--- src/design/bra_pkg.sv ---
// shared types and constants for the bitmap range allocator
`default_nettype none
package bra_pkg;
  localparam int MapBits   = 4096;
  localparam int WordBits  = 64;
  localparam int NumWords  = MapBits / WordBits;
  localparam int WordIdxW  = $clog2(NumWords);
  localparam int BitIdxW   = $clog2(WordBits);
  localparam int PosW      = 12;
  localparam int CntW      = 13;

  localparam logic [1:0] OP_READ  = 2'd0;
  localparam logic [1:0] OP_SET   = 2'd1;
  localparam logic [1:0] OP_CLEAR = 2'd2;
  localparam logic [1:0] OP_ALLOC = 2'd3;

  localparam logic [CntW-1:0] MAP_SIZE_RESET = 13'd4096;

  typedef struct packed {
    logic [1:0]      operation;
    logic [PosW-1:0] position;
    logic [CntW-1:0] count;
  } req_t;

  typedef struct packed {
    logic            bit_value;
    logic            found;
    logic [PosW-1:0] run_start;
  } rsp_t;

  typedef enum logic [2:0] {
    ST_CLEAR, ST_IDLE, ST_READ, ST_RUN, ST_SCAN, ST_MARK, ST_DONE
  } state_t;

  // controller to datapath
  typedef struct packed {
    logic clr_step;    // write zero word at sweep address, advance
    logic load;        // capture request
    logic rd_issue;    // read word at current address
    logic run_step;    // apply run to fetched word, write back
    logic scan_step;   // examine fetched word
    logic mark_start;  // begin marking found run
    logic rsp_load;    // latch result
  } cmd_t;

  // datapath to controller
  typedef struct packed {
    logic clr_last;
    logic run_last;
    logic scan_hit;
    logic scan_end;
    logic alloc_zero;
  } sts_t;
endpackage
`default_nettype wire

--- src/design/bra_ctrl.sv ---
// sequencing state machine for the bitmap range allocator
`default_nettype none
module bra_ctrl (
  input  wire              clk,
  input  wire              rst,
  input  wire              in_valid,
  input  wire [1:0]        in_op,
  output logic             in_stall,
  output logic             out_valid,
  input  wire              out_stall,
  input  wire bra_pkg::sts_t sts,
  output bra_pkg::cmd_t    cmd
);
  bra_pkg::state_t state, state_next;
  logic fetched, fetched_next;

  // next state
  always_comb begin
    state_next   = state;
    fetched_next = fetched;
    unique case (state)
      bra_pkg::ST_CLEAR: if (sts.clr_last) state_next = bra_pkg::ST_IDLE;
      bra_pkg::ST_IDLE: begin
        if (in_valid && !(out_valid && out_stall)) begin
          fetched_next = 1'b0;
          unique case (in_op)
            bra_pkg::OP_READ:  state_next = bra_pkg::ST_READ;
            bra_pkg::OP_ALLOC: state_next = bra_pkg::ST_SCAN;
            default:           state_next = bra_pkg::ST_RUN;
          endcase
        end
      end
      bra_pkg::ST_READ: begin
        if (!fetched) fetched_next = 1'b1;
        else state_next = bra_pkg::ST_DONE;
      end
      bra_pkg::ST_RUN: begin
        if (!fetched) fetched_next = 1'b1;
        else if (sts.run_last) state_next = bra_pkg::ST_DONE;
        else fetched_next = 1'b0;
      end
      bra_pkg::ST_SCAN: begin
        if (sts.alloc_zero) state_next = bra_pkg::ST_DONE;
        else if (!fetched) fetched_next = 1'b1;
        else if (sts.scan_hit) begin
          state_next = bra_pkg::ST_RUN;
          fetched_next = 1'b0;
        end else if (sts.scan_end) state_next = bra_pkg::ST_DONE;
        else fetched_next = 1'b0;
      end
      bra_pkg::ST_DONE: state_next = bra_pkg::ST_IDLE;
      default: state_next = bra_pkg::ST_IDLE;
    endcase
  end

  // command outputs
  always_comb begin
    cmd = '0;
    in_stall = 1'b1;
    unique case (state)
      bra_pkg::ST_CLEAR: cmd.clr_step = 1'b1;
      bra_pkg::ST_IDLE: begin
        in_stall = out_valid && out_stall;
        cmd.load = in_valid && !(out_valid && out_stall);
      end
      bra_pkg::ST_READ: cmd.rd_issue = !fetched;
      bra_pkg::ST_RUN: begin
        cmd.rd_issue = !fetched;
        cmd.run_step = fetched;
      end
      bra_pkg::ST_SCAN: begin
        cmd.rd_issue  = !fetched && !sts.alloc_zero;
        cmd.scan_step = fetched;
        cmd.mark_start = fetched && sts.scan_hit;
      end
      bra_pkg::ST_DONE: cmd.rsp_load = 1'b1;
      default: ;
    endcase
  end

  // state and output valid
  always_ff @(posedge clk) begin
    if (rst) begin
      state <= bra_pkg::ST_CLEAR;
      fetched <= 1'b0;
      out_valid <= 1'b0;
    end else begin
      state <= state_next;
      fetched <= fetched_next;
      if (cmd.rsp_load) out_valid <= 1'b1;
      else if (!out_stall) out_valid <= 1'b0;
    end
  end
endmodule
`default_nettype wire

--- config.mk ---
export PLATFORM = sky130hd
export DESIGN_NAME = bra_ctrl
export DESIGN_NICKNAME = d
export VERILOG_FILES = /design/src/design/bra_pkg.sv /design/src/design/bra_ctrl.sv
export SDC_FILE = /design/constraint.sdc
export NUM_CORES = 1
export LEC_CHECK = 0
export ABC_AREA = 1
export BUFFER_PORTS_ARGS = -buffer_cell sky130_fd_sc_hd__buf_2
export CAP_MARGIN = 20
export CORE_AREA = 2 2 39 41
export CTS_CLUSTER_DIAMETER = 80
export CTS_CLUSTER_SIZE = 10
export DETAILED_ROUTE_END_ITERATION = 8
export DIE_AREA = 0 0 41 43
export GPL_TIMING_DRIVEN = 0
export HOLD_SLACK_MARGIN = 0.15
export PLACE_DENSITY = 0.64
export SYNTH_ARGS = -nofsm -noshare
export SYNTH_HDL_FRONTEND = slang
export SYNTH_SLANG_ARGS = --single-unit
--- constraint.sdc ---
create_clock -name clk -period 1.35 [get_ports clk]
set_clock_uncertainty 0.1 [all_clocks]
set_input_delay 0.135 -clock clk [delete_from_list [all_inputs] [get_ports clk]]
set_output_delay 0.135 -clock clk [all_outputs]
set_load 0.02 [all_outputs]
==> results.cfg, run 1 <==
[global_route]
antenna_found_initial = 0
grt_max_degree = 10
grt_first_pass_wirelength_um = 2130
grt.total_usage_pct = 17.9
gr-total-overflow = 0
grt_pass1_vias = 565

[drt]
viasPerCell = 4.90
ant_nets = 0
wl_per_cell_um = 11.8
num_vias = 671
firstDrtPassIters = 4
finalWirelength_um = 1620
drcViolationCount = 0
drt_iter0_drc = 16

[timing]
setup_ws_ns = -0.0861
fin_tns_setup_ns = -0.475
worst_pin_slew_ns = 0.364
fin_crit_sh_pct = 106
max-slew-margin-rel_pct = 75.6
hold_violations = 0
fmax_ghz = 0.696
report.final.setup_viol = 10
slew_violations = 0
rsz0062_at_grt = true
period_needed_ns = 1.44

[worst_hold_path]
hold_path_class = primary input to register
hp-start = sts[0]
min_path_cells = 6
hold_end = fetched

[logic_synthesis]
async_flop_share_pct = 0
synth_top_cell_by_area = dfxtp_1
synth_enable_flop_cells = 0
ys_seq_elements = 5
synth_cell_type_count = 20
synth_area_leaders = dfxtp_1 (19%), nor2_1 (11%), nand2_1 (10%)
yosys-top-cells-count = nor2_1 (15), nand2_1 (14), nand3_1 (10)
synth_top_area_share_pct = 19.1
synth_warnings = 0
netlist_instances = 84
avgSynthCellArea_um2 = 6.24
syn_area_um2 = 524
synth_most_common_cell = nor2_1
seq_area_frac_synth_pct = 19.1
synth_nets = 96
synth_flop_cell = dfxtp_1

[place]
hpwl_um = 957
placed_cell_area_um2 = 644
portBuffers = 19
globalplace.congestion = 0.820

[cts]
cts_tree = built
clockBufferDepth = 2
root_buffer = clkbuf_4
cts_inserted_buffers = 3
clkSinkCount = 5
htree_levels = 1
clk_latency_ns = 0.24
clkTransAtPathRegs_ns = 0.04

[floorplan]
io_pins = 20
coreArea_mm2 = 0.00138
rows = 14
die_y_um = 43
die_w_um = 41
start_util_pct = 37.9
die_area_mm2 = 0.00176

[critical_path]
crit_path_start_kind = register
rr_startpoint = state[2]
r2r-end = state[1]
crit_fanout = 7
end_kind = output port
r2r_slack_ns = -0.04
critical_path_class = register to output port
cp.arrival_ns = 1.20
rr_worst_depth = 8
required_ns = 1.12

[run]
maxCapViolCount = 0

[pwr]
pwr-share-clk_pct = 9.6
internal-power_mw = 0.930
ir_drop_mv = 0.721
p_sw_mw = 0.872
combPwrFrac_pct = 76.6
power.density_mw_per_mm2 = 2010
pwr-share-seq_pct = 13.8
leakagePower_nw = 0.458
switching_share_pct = 48.4

[final_layout]
layout.nets = 134
fin_util_pct = 64.7
final_layout_size_suffix_gt1_share_pct = 55.4
multiInputGateArea_um2 = 432
n_antenna_cell = 0
nFillCells = 123
stdcell_area_um2 = 896
seq_area_um2 = 108
syn_to_final_growth_pct = 70.9

[run_status]
failed_checks = negative setup slack
status = finished, violations left
[worst max-delay path by stage]
stage / from / end / slack (ns) / cells past startpoint
after floorplan: state[1] / cmd[1] / 0.007 / 4
after global placement: state[1] / state[0] / -0.008 / 9
after detailed placement: state[1] / state[1] / -0.03 / 10
after CTS: state[1] / cmd[1] / -0.1 / 5
after global routing: state[1] / cmd[1] / -0.17 / 5
final: state[1] / cmd[1] / -0.09 / 5
[state kept, by name (all words and copies together) (netlist names)]
signal	flops
state	3
fetched	1
out_valid	1
[cells in the final DEF, fill, tap and decap left out, types with 2 or more instances in the layout]
master,synthesis,routed
a21oi_1,5,5
buf_2,0,14
buf_4,0,12
buf_6,3,8
clkbuf_4,0,3
dfxtp_2,0,3
dlygate4sd3_1,0,2
inv_1,8,8
nand2_1,14,11
nand2_2,3,6
nand2_4,2,2
nand3_1,10,7
nand3_2,0,3
nor2_1,15,14
nor2_4,2,4
nor3_2,0,2
nor3_4,0,2
[power groups by stage]
stage                     logic (mW)  clock network [mW]  registers, mW
after global routing            1.50               0.185          0.255
after floorplan                0.757                   0          0.228
final                           1.38               0.173          0.248
after CTS                       1.14               0.177          0.236
after detailed placement       0.944                   0          0.230
after global placement         0.941                   0          0.229
[routing by layer]
metal / vias to the layer above / part of all wire, % / wire, um / track usage (%)
met4: 0 / 0 / 0 / 6.00
li1: 342 / - / - / -
met1: 309 / 40 / 648 / 20.3
met3: 0 / 5.0 / 81 / 4.71
met5: - / 0 / 0 / 0
met2: 20 / 55 / 888 / 30.3
[layout make-up]
type                            count  area share (%)
Multi-Input combinational cell     66            48.2
Tap cell                           16            2.23
Timing Repair Buffer               33            26.4
Sequential cell                     5            12.0
Inverter                           10            4.47
Clock buffer                        4            2.93
Buffer                              3            3.77
[repair_timing]
action,CTS,global route
hold buffers,2,0
hold endpoints to repair,5,0
pin swaps,5,7
cloned,1,1
endpoints found under the setup margin,10,13
setup buffers,6,4
resized for setup,16,19
[logic make-up after synthesis]
logic type                 synth area share, %
and+or+nand+nor                           54.9
AOI/OAI and AO/OA                         10.0
DFF                                       19.1
adders and majority gates                 2.39
buffers and inverters                     13.6
[worst max-delay path, stage by stage, from the launching register on]
cell and delay (ns):
dfxtp_2 0.31, buf_6 0.13, nor2_4 0.16, nand2_4 0.10
nor3_2 0.10, buf_4 0.16
[stage by stage]
step	total power, mW	instances	hold slack [ns]	setup slack [ns]
finish	1.80	137	0.286	-0.0861
global route	1.94	137	0.318	-0.171
CTS	1.55	132	0.303	-0.0962
detailed placement	1.17	119	0.233	-0.0289
global placement	1.17	119	0.236	-0.00795
floorplan	0.984	84	0.0974	0.00723
(Power assumes the default switching activity.)
==> inputs of run 2 (changes only) <==
--- a/config.mk
+++ b/config.mk
@@ -15,6 +15,7 @@
 export DIE_AREA = 0 0 41 43
 export GPL_TIMING_DRIVEN = 0
 export HOLD_SLACK_MARGIN = 0.15
+export MAX_ROUTING_LAYER = met4
 export PLACE_DENSITY = 0.64
 export SYNTH_ARGS = -nofsm -noshare
 export SYNTH_HDL_FRONTEND = slang
==> results.cfg, run 2 (synthesized netlist as in run 1, its figures left out) <==
[run_status]
status = finished, violations left
failed_checks = negative setup slack

[cts]
cts_inserted_buffers = 3
clockBufferDepth = 2
clkTransAtPathRegs_ns = 0.04
clk_latency_ns = 0.24
htree_levels = 1
clkSinkCount = 5
cts_tree = built
root_buffer = clkbuf_4

[critical_path]
slowest_stage = dfxtp_2
cpLargestDelayFamily = simple AND/OR/NAND/NOR gates
required_ns = 1.12
end_kind = output port
cp_cell_sequence = buf_6 -> nor2_4 -> nand2_4 -> nor3_2 -> buf_4
crit_path_start_kind = register
worst-path-buf-inv = 2
crit_fanout = 7
critical_path_class = register to output port
cp.arrival_ns = 1.20
cp_slowest_stage_delay_ns = 0.31

[final_layout]
layout.nets = 134
syn_to_final_growth_pct = 70.9
nFillCells = 123
final_layout_size_suffix_gt1_share_pct = 55.4
largest_register = state
top_regs = state (3), fetched (1), out_valid (1)
largest_register_ffs = 3
n_antenna_cell = 0
multiInputGateArea_um2 = 432
final_cell_count_no_fill = 137
seq_area_um2 = 108
mostFrequentLayoutCells = nor2_1 (14), buf_2 (14), buf_4 (12)

[floorplan]
coreArea_mm2 = 0.00138
rows = 14
start_util_pct = 37.9
die_w_um = 41
die_area_mm2 = 0.00176
die_y_um = 43
io_pins = 20

[timing]
rsz0062_at_grt = true
setup_ws_ns = -0.0864
fin_tns_setup_ns = -0.483
fin_crit_sh_pct = 106
whs_ns = 0.286
worst_pin_slew_ns = 0.370
max-slew-margin-rel_pct = 75.1
hold_violations = 0
report.final.setup_viol = 10
slew_violations = 0
period_needed_ns = 1.44
fmax_ghz = 0.696

[drt]
num_vias = 673
viasPerCell = 4.91
drt_iter0_drc = 14
ant_nets = 0
wl_per_cell_um = 11.9
finalWirelength_um = 1630
firstDrtPassIters = 4
drcViolationCount = 0

[place]
globalplace.congestion = 0.832
dp_cells = 119
portBuffers = 19
hpwl_um = 957

[global_route]
grt_pass1_vias = 564
antenna_found_initial = 0
grt_max_degree = 10
grt_first_pass_wirelength_um = 2130
gr-total-overflow = 0
grt.total_usage_pct = 18.3

[pwr]
ir_drop_mv = 0.724
leakagePower_nw = 0.458
power.density_mw_per_mm2 = 2010

[run]
maxCapViolCount = 0

[worst_hold_path]
hold_path_class = primary input to register
[run 2: final timing paths]
kind	from	cells past startpoint	to	slack, ns
min	sts[0]	6	fetched	0.29
max reg2reg	state[1]	9	state[0]	-0.04
min reg2reg	fetched	2	fetched	0.41
max	state[1]	5	cmd[1]	-0.09
[run 2: metrics by stage]
stage / power (mW) / area, um2 / setup WS [ns] / util (%)
finish: 1.80 / 896 / -0.0864 / 64.7
global route: 1.94 / 896 / -0.171 / 64.7
CTS: 1.55 / 797 / -0.0962 / 57.6
detailed placement: 1.17 / 644 / -0.0289 / 46.6
global placement: 1.17 / 644 / -0.00795 / 46.6
floorplan: 0.984 / 529 / 0.00723 / -
[run 2: final cells by class]
class / instances / area share (%)
plain buffers: 3 / 3.77
clock buffers: 4 / 2.93
multi-input cells: 66 / 48.2
well taps: 16 / 2.23
flip-flops and latches: 5 / 12.0
repair buffers: 33 / 26.4
inverters: 10 / 4.47
[run 2: report_power, final]
group / leakage, nW / switching (mW) / total (mW) / internal (mW)
Clock: 0.0150 / 0.0622 / 0.174 / 0.112
Sequential: 0.0428 / 0.0417 / 0.248 / 0.207
Combinational: 0.401 / 0.769 / 1.38 / 0.611
[run 2: worst reg2reg max path: cells and delay by family, from the launching register on]
kind,cells,cell delay [ns]
simple gates,8,0.74
flops,1,0.31
buf+inv,1,0.13
[run 2: what timing repair did]
item,4_1_cts,5_1_grt
hold endpoints to repair,5,0
setup endpoints to repair,10,13
gates cloned,1,1
resized for setup,16,19
buffers inserted,6,4
hold buffers,2,0
pin swaps,5,7
[run 2: layer usage]
layer	vias up	part of all wire [%]	global-route usage, %
met5	-	0	-
met4	0	0	6.00
met3	0	5.5	4.71
met2	22	55	30.3
met1	309	40	20.3
li1	342	-	-
